`src/hw/rtl/lnzr_pkg.sv`:
```
// ----------------------------------------------------------------------------
// lnzr_pkg: shared types for the line resampler
// Pixel and tap word layouts passed between the store, the MAC unit and the
// sequencer, and the action codes carried by an input word.
// ----------------------------------------------------------------------------
package lnzr_pkg;

  localparam int unsigned CH_W     = 8;
  localparam int unsigned WEIGHT_W = 24;
  localparam int unsigned PIX_W    = 3 * CH_W;

  // What an input word asks the block to do.
  typedef enum logic [1:0] {
    ACT_PIXEL   = 2'd0,
    ACT_TAP     = 2'd1,
    ACT_COMPUTE = 2'd2,
    ACT_NONE    = 2'd3
  } action_t;

  typedef struct packed {
    logic [CH_W-1:0] red;
    logic [CH_W-1:0] green;
    logic [CH_W-1:0] blue;
  } rgb_t;

  // One pixel and its tap weight, as read together from the two stores.
  typedef struct packed {
    logic                       valid;
    rgb_t                       pix;
    logic signed [WEIGHT_W-1:0] weight;
  } tap_pair_t;

endpackage

```
`src/hw/rtl/lnzr_mac.sv`:
```
// ----------------------------------------------------------------------------
// lnzr_mac: three-lane multiply-accumulate unit
// One product per color channel per cycle, registered, then added into a
// wide accumulator that starts at the rounding offset. Rounding and clamping
// of the result to 0..255 is done on the accumulator output.
// ----------------------------------------------------------------------------
module lnzr_mac #(
  parameter int unsigned MAX_TAPS  = 64,
  parameter int unsigned FRAC_BITS = 22
) (
  input  logic                clk,
  input  logic                rst_n,
  input  logic                clear,
  input  lnzr_pkg::tap_pair_t pair,
  output lnzr_pkg::rgb_t      result
);
  import lnzr_pkg::*;

  localparam int unsigned PROD_W = CH_W + 1 + WEIGHT_W;
  localparam int unsigned ACC_W  = PROD_W + $clog2(MAX_TAPS) + 1;
  localparam logic signed [ACC_W-1:0] ROUND = ACC_W'(1) <<< (FRAC_BITS - 1);

  logic [CH_W-1:0]          ch     [3];
  logic signed [PROD_W-1:0] prod_r [3];
  logic                     prod_v_r;
  logic signed [ACC_W-1:0]  acc_r  [3];
  logic [CH_W-1:0]          sat    [3];

  assign ch[0] = pair.pix.red;
  assign ch[1] = pair.pix.green;
  assign ch[2] = pair.pix.blue;

  function automatic logic [CH_W-1:0] clamp_ch(input logic signed [ACC_W-1:0] acc);
    logic [ACC_W-1:0] q;
    q = ACC_W'(acc >>> FRAC_BITS);
    if (acc[ACC_W-1]) begin
      return '0;
    end else if (q > ACC_W'(255)) begin
      return '1;
    end else begin
      return CH_W'(q);
    end
  endfunction

  always_ff @(posedge clk) begin
    if (!rst_n) begin
      prod_v_r <= 1'b0;
    end else begin
      prod_v_r <= pair.valid;
    end
  end

  always_ff @(posedge clk) begin
    for (int c = 0; c < 3; c++) begin
      prod_r[c] <= PROD_W'($signed({1'b0, ch[c]}) * pair.weight);
      if (clear) begin
        acc_r[c] <= ROUND;
      end else if (prod_v_r) begin
        acc_r[c] <= acc_r[c] + ACC_W'(prod_r[c]);
      end
    end
  end

  always_comb begin
    for (int c = 0; c < 3; c++) begin
      sat[c] = clamp_ch(acc_r[c]);
    end
  end

  assign result = '{red: sat[0], green: sat[1], blue: sat[2]};

endmodule

```
`config.mk`:
```
export PLATFORM = sky130hd
export DESIGN_NAME = lnzr_mac
export DESIGN_NICKNAME = d
export VERILOG_FILES = /design/src/hw/rtl/lnzr_pkg.sv /design/src/hw/rtl/lnzr_mac.sv
export SDC_FILE = /design/constraint.sdc
export NUM_CORES = 2
export LEC_CHECK = 0
export BUFFER_PORTS_ARGS = -buffer_cell sky130_fd_sc_hd__buf_2
export CORE_ASPECT_RATIO = 1.1
export CORE_UTILIZATION = 45
export CTS_CLUSTER_SIZE = 40
export DETAILED_ROUTE_END_ITERATION = 8
export PLACE_DENSITY_LB_ADDON = 0.12
export SETUP_SLACK_MARGIN = 0.05
export SYNTH_ARGS = -nofsm -noshare
export SYNTH_HDL_FRONTEND = slang
export SYNTH_SLANG_ARGS = --single-unit
```
`constraint.sdc`:
```
create_clock -name clk -period 7 [get_ports clk]
set_input_delay 1.4 -clock clk [delete_from_list [all_inputs] [get_ports clk]]
set_output_delay 1.4 -clock clk [all_outputs]
set_load 0.005 [all_outputs]
```
== Yosys cells after proc, flatten, opt, wreduce, memory -nomap -nowiden ==
Memories as Yosys holds them, arrays and structs flattened.
Index checks and enable logic that the tools add are counted.

* Flip-flop bits (word level): 1
* Bits in latches: 0
* Memory bits (writable): 219
* Memory bits (read-only): 0
* Bits of input ports: 52
* Word-level logic and storage cells: 29
* Memories kept: 2

{| class="wikitable"
|+ Memories
! name !! depth !! width !! read ports !! clocked after Yosys merged registers in !! write ports !! RTL line !! text
|-
| acc_r || 3 || 40 || 3 || 0 || 3 || lnzr_mac.sv:26 || <nowiki>logic signed [ACC_W-1:0] acc_r [3];</nowiki>
|-
| prod_r || 3 || 33 || 3 || 0 || 3 || lnzr_mac.sv:24 || <nowiki>logic signed [PROD_W-1:0] prod_r [3];</nowiki>
|}

* Add/subtract/negate cells: 3
* Multipliers: 3
* Divide/modulo/power cells: 0
* $lt $le $gt $ge: 3
* Equal/unequal tests: 0
* Shifts and indexed selects: 0
* Multiplexer cells: 14
* Bitwise operators: 3
* Reduce and logical (&&, ||, !) cells: 0

{| class="wikitable"
|+ Operator list
! kind !! number
|-
| adder 40 x 33 -> 40 bit || 3
|-
| > comparator 40 x 8 -> 1 bit (second input constant) || 3
|-
| two-way mux 40 bit || 3
|-
| multiplier 9 x 24 -> 33 bit || 3
|-
| two-way mux 8 bit || 6
|-
| two-way mux 1 bit || 5
|-
| bitwise OR 1 bit || 3
|}

== Longest topological paths before layout ==
* Depth in word-level cells: 4
* Gate-level depth with buffers: 21
* Gate-level depth less buffers: 20

== Worst setup path after synthesis ==
No wires, ideal clock.

* Path type: in2reg
* Start point: input port pair[29] (netlist bit)
* End point: memory prod_r[0][98] (netlist bit)
* Library setup time: 118 ps
* Arrival: 6129 ps
* Required time: 6882 ps
* Setup slack: 753 ps
* Stages: 19
* Path through: clkbuf_1 nand2_1 fa_1 inv_1 fa_1 fa_1 inv_1 fa_1 inv_1 ha_1 a21o_1 or3_1 o221a_2 nor4_4 o31ai_2 a31oi_4 nor3_1 or3_1 xnor2_1

{| class="wikitable"
|+ RTL lines
! what !! RTL line !! text
|-
| start: declaration || lnzr_mac.sv:14 || <nowiki>input lnzr_pkg::tap_pair_t pair,</nowiki>
|-
| end: declaration || lnzr_mac.sv:24 ||
|}

==> flow_metrics.env <==
export IMPL_run_status="complete, no violations"
export IMPL_slew_headroom_pct=16.6
export IMPL_synth_cell_area_mm2=0.0329
export IMPL_drc=0
export IMPL_crit_start="pair[7]"
export IMPL_port_buffers=75
export IMPL_rsz0062_at_grt="no"
export IMPL_synth_edf_count=120
export IMPL_vias=24637
export IMPL_period_needed_ns=6.16
export IMPL_hold_buffers=0
export IMPL_final_cell_mix="692 x inv_1, 453 x fa_1, 409 x nand2_1"
export IMPL_cts_resized=0
export IMPL_cts_clk_slew_worst_paths_ns=0.06
export IMPL_crit_type="in -> reg"
export IMPL_grt_pass1_vias=25708
export IMPL_postRouteAntennaNets=0
export IMPL_drt_pre_antenna_iters=5
export IMPL_p_sw_uw=6630
export IMPL_cts_buffer_depth=3
export IMPL_cp_start_kind="primary input"
export IMPL_cts_sinks=220
export IMPL_grt_max_degree=70
export IMPL_worst_path_max_fanout=21
export IMPL_syn_to_final_growth_pct=6.98
export IMPL_r2r_start="acc_r[0][0]"
export IMPL_power_frac_seq_pct=15.4
export IMPL_ys_seq_area_share_pct=17.0
export IMPL_worstMarginPinSlew_ns=1.24
export IMPL_worstSetupEndpointType="register"
export IMPL_io_pins=76
export IMPL_cap_violations=0
export IMPL_swShare_pct=48.3
export IMPL_grt_pass1_wl_um=128000
export IMPL_drt_vias_per_instance=5.22
export IMPL_fin_util_pct=48.8
export IMPL_die_area_mm2=0.0742
export IMPL_dieHeight_um=286
export IMPL_final_common_cell="inv_1"
export IMPL_critical_path_required_ns=7.48
export IMPL_synth_main_ff_cell="edfxtp_1"
export IMPL_p_leak_uw=0.0175
export IMPL_dp_hpwl_um=60900
export IMPL_fin_cells=4721
export IMPL_initial_core_util_pct=45.6
export IMPL_nets=4574
export IMPL_yosysUniqueCellTypes=76
export IMPL_finalHoldViolCount=0
export IMPL_drt_wirelength_per_cell_um=16.1
export IMPL_fmax_mhz=162
export IMPL_maxSlewViolCount=0
export IMPL_critical_path_arrival_ns=6.65
export IMPL_clk_insertion_delay_late_ns=0.57
export IMPL_coreArea_mm2=0.0720
export IMPL_cts_root_buf="clkbuf_16"
export IMPL_hp_start="prod_r[0][33]"
export IMPL_setup_viol=0
export IMPL_track_usage_pct=21.1
export IMPL_drtIter0Drc=1190
export IMPL_place_inst=4670
export IMPL_yosysWarnings=0
export IMPL_async_flop_share_pct=0
export IMPL_finalPower_uw=13700
export IMPL_grt_antenna_before_repair=3
export IMPL_htreeDepth=1
export IMPL_hold_class="reg -> reg"
export IMPL_die_x_um=260
export IMPL_powerDensity_mw_per_mm2=390
export IMPL_ir_worst_vdd_v=0.000197
export IMPL_finClkSkew_ns=0.0217
export IMPL_p_int_uw=7090
export IMPL_rows=103
export IMPL_synth_cells=3749
export IMPL_pwr_share_comb_pct=74.2
export IMPL_syn_nets=4569
export IMPL_gp_congestion=0.851
export IMPL_drive_gt1_share_pct=5.43
export IMPL_ys_seq_elements=220
export IMPL_drt_total_wl_um=76100
export IMPL_min_period_over_period_pct=88.1
export IMPL_cts_setup_buffers=0
export IMPL_syn_area_per_cell_um2=8.77
export IMPL_fin_setup_tns_ns=0
export IMPL_tritoncts_num_buffers=27
export IMPL_cts_tree="yes"
export IMPL_pwr_share_clk_pct=10.4
export IMPL_grt_overflow=0
## path summary, 6_finish.rpt
check	end	slack, ns	depth (start not counted)
worst max-delay path	prod_r[0][59]	0.84	19
worst min-delay path	acc_r[1][0]	0.62	2
worst max register to register	acc_r[0][38]	3.43	12
worst min register to register	acc_r[1][0]	0.62	2
## sequential cells by signal, summed over array words and instances (netlist names)
register / cells
prod_v_r: 1
prod_r: 99
acc_r: 120
## layer usage
metal / GRT usage (%) / vias to the layer above / wire length (um) / share of wire (%)
met5: 0 / - / 8 / 0.011
met2: 35.8 / 399 / 36200 / 48
met4: 4.26 / 2 / 1290 / 1.7
met3: 1.60 / 76 / 2410 / 3.2
li1: - / 12038 / - / -
met1: 29.5 / 12122 / 36200 / 48
## worst max-delay path: stages
cell and delay [ns]:
buf_2 0.43, nand2_1 0.16, fa_1 0.55, inv_1 0.05
fa_1 0.44, fa_1 0.51, inv_1 0.05, fa_1 0.47
inv_1 0.04, ha_1 0.34, a211o_1 0.31, a311oi_1 0.44
o21ai_1 0.15, o211ai_1 0.24, a21oi_1 0.16, and2_1 0.22
a311o_1 0.36, a21oi_1 0.17, xnor2_1 0.13
## layout make-up
class                      count  area, um2
multi-input combinational   2688      24100
antenna                        1       2.50
timing repair buffer         125        751
tap                          945       1180
sequential                   220       5610
clock inverter                17        143
fill                        7093      36900
clock buffer                  33        771
inverter                     692       2600
## logic make-up (layout without fill, tap and decap cells)
kind of cell,count (synthesis),in the layout,synth area share (%)
flip-flops,220,220,17.0
AND/OR/NAND/NOR,1107,1107,16.5
multiplexers,9,9,0.274
buffers and inverters,841,867,9.62
AO/OA/AOI/OAI,634,634,12.5
adder cells (fa/ha/maj),768,768,39.6
XOR/XNOR,170,170,4.53
other,0,1,0
## power by group through the flow
| stage | combinational (uW) | clock [uW] | sequential, uW |
|---|---|---|---|
| 5_1_grt | 11700 | 1520 | 2160 |
| 2_1_floorplan | 8180 | 0 | 2030 |
| 3_5_place_dp | 10200 | 0 | 2140 |
| 3_3_place_gp | 10200 | 0 | 2150 |
| 4_1_cts | 10300 | 1480 | 2120 |
| 6_report | 10200 | 1430 | 2120 |
## stage by stage
stage	hold slack (ns)	setup WS (ns)	instance area, um2
6_report	0.622	0.836	35200
5_1_grt	0.668	0.569	35200
4_1_cts	0.629	0.918	35200
3_5_place_dp	0.614	0.322	34300
3_3_place_gp	0.613	0.377	34300
2_1_floorplan	0.593	0.753	32900
## Yosys cell counts, drive strengths merged, types with 9 or more instances
| cell | count | area, um2 |
|---|---|---|
| a211oi | 32 | 245 |
| xor2 | 61 | 534 |
| o21bai | 22 | 165 |
| o21ai | 122 | 614 |
| nand3 | 35 | 175 |
| nor3 | 43 | 215 |
| nand4 | 28 | 181 |
| or3 | 10 | 62.6 |
| a211o | 9 | 78.8 |
| and3 | 24 | 150 |
| nand2 | 409 | 1540 |
| and2 | 312 | 1950 |
| a221oi | 10 | 87.6 |
| nor2b | 17 | 106 |
| a21o | 83 | 623 |
| o31ai | 15 | 118 |
| xnor2 | 109 | 955 |
| edfxtp | 120 | 3600 |
| nand2b | 22 | 138 |
| a21oi | 207 | 1040 |
| fa | 453 | 9070 |
| o211ai | 17 | 128 |
| o21a | 31 | 234 |
| a31oi | 19 | 134 |
| mux2i | 9 | 90.1 |
| dfxtp | 100 | 2000 |
| clkbuf | 142 | 534 |
| ha | 315 | 3940 |
| inv | 692 | 2600 |
| nor2 | 173 | 649 |
Power figures use the tool's default switching activity.
